## config.mk

```make
export PLATFORM = sky130hd
export DESIGN_NAME = byte_ring_buffer_core
export DESIGN_NICKNAME = d
export VERILOG_FILES = /design/src/sv/brb_pkg.sv /design/src/sv/byte_ring_buffer_core.sv /design/src/sv/brb_ram.sv
export SDC_FILE = /design/constraint.sdc
export NUM_CORES = 1
export LEC_CHECK = 0
export CORE_ASPECT_RATIO = 0.9
export CORE_UTILIZATION = 50
export DETAILED_ROUTE_END_ITERATION = 8
export DONT_BUFFER_PORTS = 1
export GPL_TIMING_DRIVEN = 0
export PLACE_DENSITY = 0.63
export SETUP_SLACK_MARGIN = 0.1
export SLEW_MARGIN = 20
export SYNTH_ARGS = -nofsm -noshare
export SYNTH_HDL_FRONTEND = slang
export SYNTH_SLANG_ARGS = --single-unit
```

## constraint.sdc

```tcl
create_clock -name clk -period 21.4 [get_ports clk]
set_clock_uncertainty 0.15 [all_clocks]
set_input_delay 4.28 -clock clk [delete_from_list [all_inputs] [get_ports clk]]
set_output_delay 4.28 -clock clk [all_outputs]
set_load 0.1 [all_outputs]
```

## src/sv/brb_pkg.sv

```systemverilog
// Shared types, codes and helpers for the byte ring buffer.
`timescale 1ns / 1ps
`default_nettype none

package brb_pkg;

  localparam int DEPTH = 64;
  localparam int PTR_W = $clog2(DEPTH);
  localparam int CAP_W = $clog2(DEPTH + 1);
  localparam int LEN_W = 6;
  localparam int BYTE_W = 8;
  localparam int CFG_W = 7;

  typedef enum logic [1:0] {
    CMD_BEGIN = 2'd0,
    CMD_BYTE  = 2'd1,
    CMD_READ  = 2'd2,
    CMD_CLEAR = 2'd3
  } cmd_t;

  typedef enum logic [1:0] {
    STAT_OK       = 2'd0,
    STAT_NO_ROOM  = 2'd1,
    STAT_BAD_ARG  = 2'd2,
    STAT_NOT_OPEN = 2'd3
  } status_t;

  typedef enum logic {
    S_IDLE = 1'b0,
    S_READ = 1'b1
  } state_t;

  // Clamp a capacity write to between 2 and the number of slots that exist.
  function automatic logic [CAP_W-1:0] cap_sat(input logic [CFG_W-1:0] v);
    logic [CAP_W-1:0] r;
    if (v < CFG_W'(2)) r = CAP_W'(2);
    else if (v > CFG_W'(DEPTH)) r = CAP_W'(DEPTH);
    else r = CAP_W'(v);
    return r;
  endfunction

  // Advance a ring pointer, wrapping at the current capacity.
  function automatic logic [PTR_W-1:0] ptr_inc(input logic [PTR_W-1:0] p,
                                               input logic [CAP_W-1:0] c);
    logic [CAP_W-1:0] s;
    s = CAP_W'(p) + CAP_W'(1);
    return (s == c) ? '0 : PTR_W'(s);
  endfunction

endpackage

`default_nettype wire

```

## src/sv/byte_ring_buffer_core.sv

```systemverilog
// Byte ring buffer top level: command decode, pointer state and read burst sequencer.
//
//  channel  | signals                                   | handshake
//  ---------+-------------------------------------------+--------------------------
//  command  | cmd, length, data_byte                    | start && !busy
//  result   | status, read_byte, byte_valid, last,      | done, one cycle, no stall
//           | transferred, free_space, used_space       |
//  config   | cfg_data (capacity)                       | cfg_valid && cfg_ready
//
// Write begin, write byte, clear and rejected requests give one result in the cycle
// after acceptance and keep busy low, so they run at one request per cycle.
// A read of n bytes gives n results on consecutive cycles, the first in the cycle after
// acceptance; busy stays high until the last byte is fetched, as storage has a single read port.
// A capacity write is held off while busy or start is high.
// Reset is synchronous; it empties the ring and sets capacity to its full value.
// The receiver cannot stall; each result is shown for exactly one cycle.
`timescale 1ns / 1ps
`default_nettype none

module byte_ring_buffer_core
  import brb_pkg::*;
(
  input  wire logic              clk,
  input  wire logic              rst,
  input  wire logic              start,
  output logic                   busy,
  input  wire logic [1:0]        cmd,
  input  wire logic [LEN_W-1:0]  length,
  input  wire logic [BYTE_W-1:0] data_byte,
  input  wire logic              cfg_valid,
  output logic                   cfg_ready,
  input  wire logic [CFG_W-1:0]  cfg_data,
  output logic                   done,
  output logic [1:0]             status,
  output logic [BYTE_W-1:0]      read_byte,
  output logic                   byte_valid,
  output logic                   last,
  output logic [LEN_W-1:0]       transferred,
  output logic [LEN_W-1:0]       free_space,
  output logic [LEN_W-1:0]       used_space
);

  state_t            state, state_next;
  logic [PTR_W-1:0]  rd_ptr, rd_ptr_next;
  logic [PTR_W-1:0]  wr_ptr, wr_ptr_next;
  logic [PTR_W-1:0]  pend_ptr, pend_ptr_next;
  logic [LEN_W-1:0]  remaining, remaining_next;
  logic [CAP_W-1:0]  cap, cap_next;
  logic [PTR_W-1:0]  burst_addr, burst_addr_next;
  logic [LEN_W-1:0]  burst_cnt, burst_cnt_next;
  logic [LEN_W-1:0]  burst_len, burst_len_next;

  logic              done_next, byte_valid_next, last_next;
  status_t           status_q, status_next;
  logic [LEN_W-1:0]  transferred_next;

  logic              accept, cfg_write;
  logic [CAP_W-1:0]  used, free;
  logic [PTR_W-1:0]  pend_inc;
  logic [CAP_W-1:0]  byte_cnt;
  logic [CAP_W-1:0]  rd_n;
  logic [CAP_W:0]    rd_end;

  logic              ram_we, ram_re;
  logic [PTR_W-1:0]  ram_raddr;
  logic [BYTE_W-1:0] ram_q;

  assign busy      = (state == S_READ);
  assign cfg_ready = !busy && !start;
  assign accept    = start && !busy;
  assign cfg_write = cfg_valid && cfg_ready;

  // Committed fill level from the published pointers.
  always_comb begin
    if (wr_ptr >= rd_ptr) used = CAP_W'(wr_ptr) - CAP_W'(rd_ptr);
    else used = cap - (CAP_W'(rd_ptr) - CAP_W'(wr_ptr));
    free = cap - CAP_W'(1) - used;
  end

  assign used_space = LEN_W'(used);
  assign free_space = LEN_W'(free);
  assign status     = status_q;
  assign read_byte  = byte_valid ? ram_q : '0;

  assign pend_inc = ptr_inc(pend_ptr, cap);
  // Bytes of the open message so far; modular, the true value stays below cap.
  assign byte_cnt = (CAP_W'(pend_inc) >= CAP_W'(wr_ptr)) ?
                    CAP_W'(pend_inc) - CAP_W'(wr_ptr) :
                    CAP_W'(pend_inc) + cap - CAP_W'(wr_ptr);
  assign rd_n     = (used > CAP_W'(length)) ? CAP_W'(length) : used;
  assign rd_end   = (CAP_W + 1)'(rd_ptr) + (CAP_W + 1)'(rd_n);

  always_comb begin
    state_next       = state;
    rd_ptr_next      = rd_ptr;
    wr_ptr_next      = wr_ptr;
    pend_ptr_next    = pend_ptr;
    remaining_next   = remaining;
    cap_next         = cap;
    burst_addr_next  = burst_addr;
    burst_cnt_next   = burst_cnt;
    burst_len_next   = burst_len;
    done_next        = 1'b0;
    status_next      = STAT_OK;
    byte_valid_next  = 1'b0;
    last_next        = 1'b1;
    transferred_next = '0;
    ram_we           = 1'b0;
    ram_re           = 1'b0;
    ram_raddr        = burst_addr;

    unique case (state)
      S_IDLE: begin
        if (cfg_write) begin
          cap_next       = cap_sat(cfg_data);
          rd_ptr_next    = '0;
          wr_ptr_next    = '0;
          pend_ptr_next  = '0;
          remaining_next = '0;
        end else if (accept) begin
          done_next = 1'b1;
          unique case (cmd_t'(cmd))
            CMD_BEGIN: begin
              if (length == '0) begin
                status_next = STAT_BAD_ARG;
              end else begin
                // a new begin drops any unfinished message
                pend_ptr_next = wr_ptr;
                if (CAP_W'(length) > free) begin
                  status_next    = STAT_NO_ROOM;
                  remaining_next = '0;
                end else begin
                  remaining_next   = length;
                  transferred_next = length;
                end
              end
            end
            CMD_BYTE: begin
              if (remaining == '0) begin
                status_next = STAT_NOT_OPEN;
              end else begin
                ram_we           = 1'b1;
                pend_ptr_next    = pend_inc;
                remaining_next   = remaining - LEN_W'(1);
                transferred_next = LEN_W'(byte_cnt);
                if (remaining == LEN_W'(1)) wr_ptr_next = pend_inc;
              end
            end
            CMD_READ: begin
              if (length == '0) begin
                status_next = STAT_BAD_ARG;
              end else if (used == '0) begin
                status_next = STAT_NO_ROOM;
              end else begin
                // first byte is fetched now; pointer moves past the whole burst
                ram_re           = 1'b1;
                ram_raddr        = rd_ptr;
                byte_valid_next  = 1'b1;
                transferred_next = LEN_W'(1);
                last_next        = (rd_n == CAP_W'(1));
                burst_addr_next  = ptr_inc(rd_ptr, cap);
                burst_cnt_next   = LEN_W'(1);
                burst_len_next   = LEN_W'(rd_n);
                rd_ptr_next      = (rd_end >= (CAP_W + 1)'(cap)) ?
                                   PTR_W'(rd_end - (CAP_W + 1)'(cap)) : PTR_W'(rd_end);
                if (rd_n != CAP_W'(1)) state_next = S_READ;
              end
            end
            CMD_CLEAR: begin
              rd_ptr_next    = '0;
              wr_ptr_next    = '0;
              pend_ptr_next  = '0;
              remaining_next = '0;
            end
            default: ;
          endcase
        end
      end
      S_READ: begin
        ram_re           = 1'b1;
        done_next        = 1'b1;
        byte_valid_next  = 1'b1;
        burst_cnt_next   = burst_cnt + LEN_W'(1);
        transferred_next = burst_cnt + LEN_W'(1);
        last_next        = (burst_cnt + LEN_W'(1) == burst_len);
        burst_addr_next  = ptr_inc(burst_addr, cap);
        if (burst_cnt + LEN_W'(1) == burst_len) state_next = S_IDLE;
      end
      default: ;
    endcase
  end

  always_ff @(posedge clk) begin
    if (rst) begin
      state     <= S_IDLE;
      rd_ptr    <= '0;
      wr_ptr    <= '0;
      pend_ptr  <= '0;
      remaining <= '0;
      cap       <= cap_sat(CFG_W'(DEPTH));
      done      <= 1'b0;
    end else begin
      state     <= state_next;
      rd_ptr    <= rd_ptr_next;
      wr_ptr    <= wr_ptr_next;
      pend_ptr  <= pend_ptr_next;
      remaining <= remaining_next;
      cap       <= cap_next;
      done      <= done_next;
    end
  end

  always_ff @(posedge clk) begin
    burst_addr  <= burst_addr_next;
    burst_cnt   <= burst_cnt_next;
    burst_len   <= burst_len_next;
    status_q    <= status_next;
    byte_valid  <= byte_valid_next;
    last        <= last_next;
    transferred <= transferred_next;
  end

  // Reads touch committed entries only, which were written cycles earlier: no bypass.
  brb_ram u_ram (
    .clk   (clk),
    .we    (ram_we),
    .waddr (pend_ptr),
    .wdata (data_byte),
    .re    (ram_re),
    .raddr (ram_raddr),
    .rdata (ram_q)
  );

  a_burst_feeds_result: assert property (@(posedge clk) disable iff (rst)
    (state == S_READ) |=> (done && byte_valid))
    else $error("read burst cycle produced no byte result");

  a_error_is_single: assert property (@(posedge clk) disable iff (rst)
    (done && status_q != STAT_OK) |-> (last && !byte_valid))
    else $error("rejected request gave a byte or a non-final result");

  a_space_sums: assert property (@(posedge clk) disable iff (rst)
    (CAP_W'(used) + CAP_W'(free) + CAP_W'(1) == cap))
    else $error("used plus free does not match capacity");

  a_ptrs_in_ring: assert property (@(posedge clk) disable iff (rst)
    (CAP_W'(rd_ptr) < cap) && (CAP_W'(wr_ptr) < cap) && (CAP_W'(pend_ptr) < cap))
    else $error("ring pointer beyond capacity");

  a_busy_ends_on_last: assert property (@(posedge clk) disable iff (rst)
    (busy && last_next) |=> (!busy && last))
    else $error("burst end and last flag disagree");

endmodule

`default_nettype wire

```

## src/sv/brb_ram.sv

```systemverilog
// Byte storage: one write port, one read port with registered read data.
`timescale 1ns / 1ps
`default_nettype none

module brb_ram
  import brb_pkg::*;
(
  input  wire logic              clk,
  input  wire logic              we,
  input  wire logic [PTR_W-1:0]  waddr,
  input  wire logic [BYTE_W-1:0] wdata,
  input  wire logic              re,
  input  wire logic [PTR_W-1:0]  raddr,
  output logic      [BYTE_W-1:0] rdata
);

  logic [BYTE_W-1:0] mem [DEPTH];

  always_ff @(posedge clk) begin
    if (we) begin
      mem[waddr] <= wdata;
    end
  end

  always_ff @(posedge clk) begin
    if (re) begin
      rdata <= mem[raddr];
    end
  end

endmodule

`default_nettype wire
```

==> qor.txt <==
Critical path fanouts, max: 9
Max Freq: 96.3 MHz
Tmin final: 10.39 ns
Max_slew headroom: 26.4%
Power Dens Cells: 126 mW/mm2
Clock-pin transition on the worst setup and hold timing paths: 0.06 ns
Cell Area, Synth: 0.0262 mm2
ANT cells: 0
Final wirelength: 69400 um
Status: finished clean
Tot GR Track Use: 26.2%
Worst EP arrival: 5.96 ns
RSZ-0062 raised after global routing: no
Fin. Hold Viols: 0
Critical Path RT: 16.97 ns
Cells resized by post-CTS repair: 0
Tot Pwr: 3.68 mW
Vias per inst: 6.03
Max cap viols: 0
DP Area: 0.0273 mm2
Port Buffer Count: 0
Commonest non-fill, non-tap cell in the layout: edfxtp_1
First DRT Iteration DRCs: 1823
Chip width: 243 um
Layout cells sized above 1: 7.92%
Core ar.: 0.0518 mm2
Syn-to-layout area delta: 11.2%
Final ANT Viol Nets: 0
Design area: 0.0292 mm2
Final HPWL DP: 46500 um
Root buffer cell: clkbuf_16
Final setup vio count: 0
Static leakage: 10.1 nW
Switching share of total power: 37.4%
Ys Warns: 0
GPL Wtd Cong: 0.922
Post-synth top flop: edfxtp_1
Worst-Skew Late Latency: 0.65 ns
Core Util, Final: 56.3%
Clock power frac: 28.0%
CTS Buf Count: 57
Fin worst setup slack: 11.01 ns
Seq pwr share: 37.3%
Postcts setup bufs: 0
Drt pass-1 iters: 5
Wire length per cell: 24.7 um
Fraction of registers with async set/reset: 0%
Die H: 219 um
Count of cell types in the netlist: 77
CTS tree: built
Post-CTS Hold Buffers: 0
H-tree lvl count: 2
Via Count: 16.9k
Sequential share of the synthesized area: 64.9%
Longest Clk Path Bufs: 3
Cells after synthesis: 2007
Least-Margin Pin Slew: 1.10 ns
Ports: 60
Post-synthesis area per instance: 13.1 um2
Post-synth net total: 2112
Final net count: 2177
Total grt overflow: 0
Initial antenna violation count: 1
Path type of the worst setup path: register to output port
VDD IR max: 119 uV
CP Launch Type: register
Most frequent cells in the layout: 538 x edfxtp_1, 234 x nand2_1, 170 x mux2i_1, 159 x nor2_1, 77 x a21oi_1
Largest net degree at the start of global routing: 65
Post-synthesis register bit count: 581
HP Class: register to register
Worst setup EP type: output port
Setup TNS: 0 ns
Slew Limit Fails: 0
Global-route wire length before repair: 104000 um
Vias in the first global route: 16.5k
Post-synth EDFFs: 538
Full die area: 0.0534 mm2
Net load switching power: 1.38 mW
Internal power: 2.30 mW
Fin cells: 2809
Logic pwr share: 34.7%
Period Utilization, post-route: 48.5%
FP Rows: 79
Placed insts: 2701
Place WS: 11.73 ns
Starting Density: 50.7%
Drt drc: 0
Fin Hold WS: 0.416 ns
Clock Sinks: 581
# fillers: 4251
[cells in the mapped netlist (all sizes together), types with 3 or more instances]
library cell | number | area, um2
a22oi | 21 | 158
nor2b | 15 | 93.8
a2bb2oi | 6 | 52.6
o21ai | 50 | 250
a21o | 14 | 105
nand2 | 235 | 885
a31oi | 16 | 113
o2111ai | 7 | 61.3
or3b | 4 | 35.0
nand3 | 75 | 375
nor3 | 7 | 35.0
mux2i | 171 | 1720
clkbuf | 49 | 184
o21bai | 8 | 60.1
inv | 76 | 288
dfxtp | 43 | 861
and2 | 16 | 100
nor4b | 3 | 26.3
a222oi | 16 | 160
nand2b | 9 | 63.8
o22ai | 62 | 388
a32oi | 17 | 149
fa | 16 | 320
xnor2 | 42 | 368
edfxtp | 538 | 16200
nor4 | 12 | 75.1
o21a | 11 | 82.6
buf | 49 | 309
and3 | 11 | 68.8
mux2 | 5 | 56.3
or3 | 3 | 18.8
nand4b | 7 | 61.3
nand3b | 4 | 30.0
o31ai | 3 | 32.5
a41o | 3 | 30.0
a41oi | 4 | 57.6
a21oi | 79 | 399
nor2 | 160 | 601
xor2 | 27 | 236
ha | 62 | 776
a211oi | 4 | 35.0
nand4 | 22 | 138
[flip-flops by register name, indices dropped and copies added, names as in the netlist]
register	flops
remaining	6
burst_cnt	6
wr_ptr	6
byte_valid	1
done	1
last	1
busy	1
status	2
u_ram.mem	512
u_ram.rdata	8
burst_addr	6
transferred	6
rd_ptr	6
pend_ptr	6
cap	7
burst_len	6
[area by class of cell]
class,instances,area [um2],share of cell area [%]
multi-input cells,1251,8520,29.2
plain buffers,98,493,1.69
clock buffers,67,1460,5.02
well taps,688,861,2.95
flip-flops and latches,581,17000,58.3
clock inverters,41,459,1.57
repair buffers,6,75.1,0.257
inverters,77,292,0.999
[power groups by stage]
| stage | clock [mW] | combinational, mW | sequential [mW] |
|---|---|---|---|
| detailed placement | 0 | 1.26 | 1.40 |
| floorplan | 0 | 0.894 | 1.39 |
| global placement | 0 | 1.21 | 1.40 |
| global route | 1.08 | 1.37 | 1.38 |
| finish | 1.03 | 1.28 | 1.37 |
| CTS | 1.04 | 1.27 | 1.37 |
[path summary, 6_finish.rpt]
kind / startpoint / end / slack (ns) / cells after the start
hold reg to reg: wr_ptr[2] / wr_ptr[2] / 0.42 / 2
hold / removal: wr_ptr[2] / wr_ptr[2] / 0.42 / 2
setup reg to reg: rd_ptr[1] / rd_ptr[1] / 12.40 / 34
setup / recovery: rd_ptr[1] / free_space[5] / 11.01 / 17
[worst max-delay path: stages (launching register included)]
cell,delay [ns]
dfxtp_1,0.49
clkbuf_1,0.41
inv_1,0.33
ha_1,0.38
nor2b_1,0.13
o21a_1,0.18
a311o_1,0.34
buf_2,0.17
a21oi_2,0.46
nor2_1,0.16
a21oi_4,0.63
inv_1,0.16
ha_1,0.41
a21oi_1,0.30
o21bai_1,0.11
a21oi_1,0.26
xnor2_2,0.17
buf_8,0.23
[cells by family (layout without fill, tap and decap cells)]
kind of cell | after synthesis | in the layout | share of synthesized area (%)
AOI/OAI and AO/OA | 336 | 336 | 8.68
xor gates and xnor gates | 69 | 69 | 2.30
DFF | 581 | 581 | 64.9
buffers and inverters | 175 | 289 | 2.99
adders and majority gates | 78 | 78 | 4.18
and+or+nand+nor | 592 | 592 | 10.2
muxes | 176 | 176 | 6.79
[metal layers]
metal	track usage, %	vias to the layer above	share of wire, %
li1	-	7648	-
met1	37.3	8505	43
met2	41.3	665	46
met3	4.21	129	7.9
met4	8.68	0	2.9
met5	0	-	0
No activity file was read; power rests on OpenSTA's default activity.
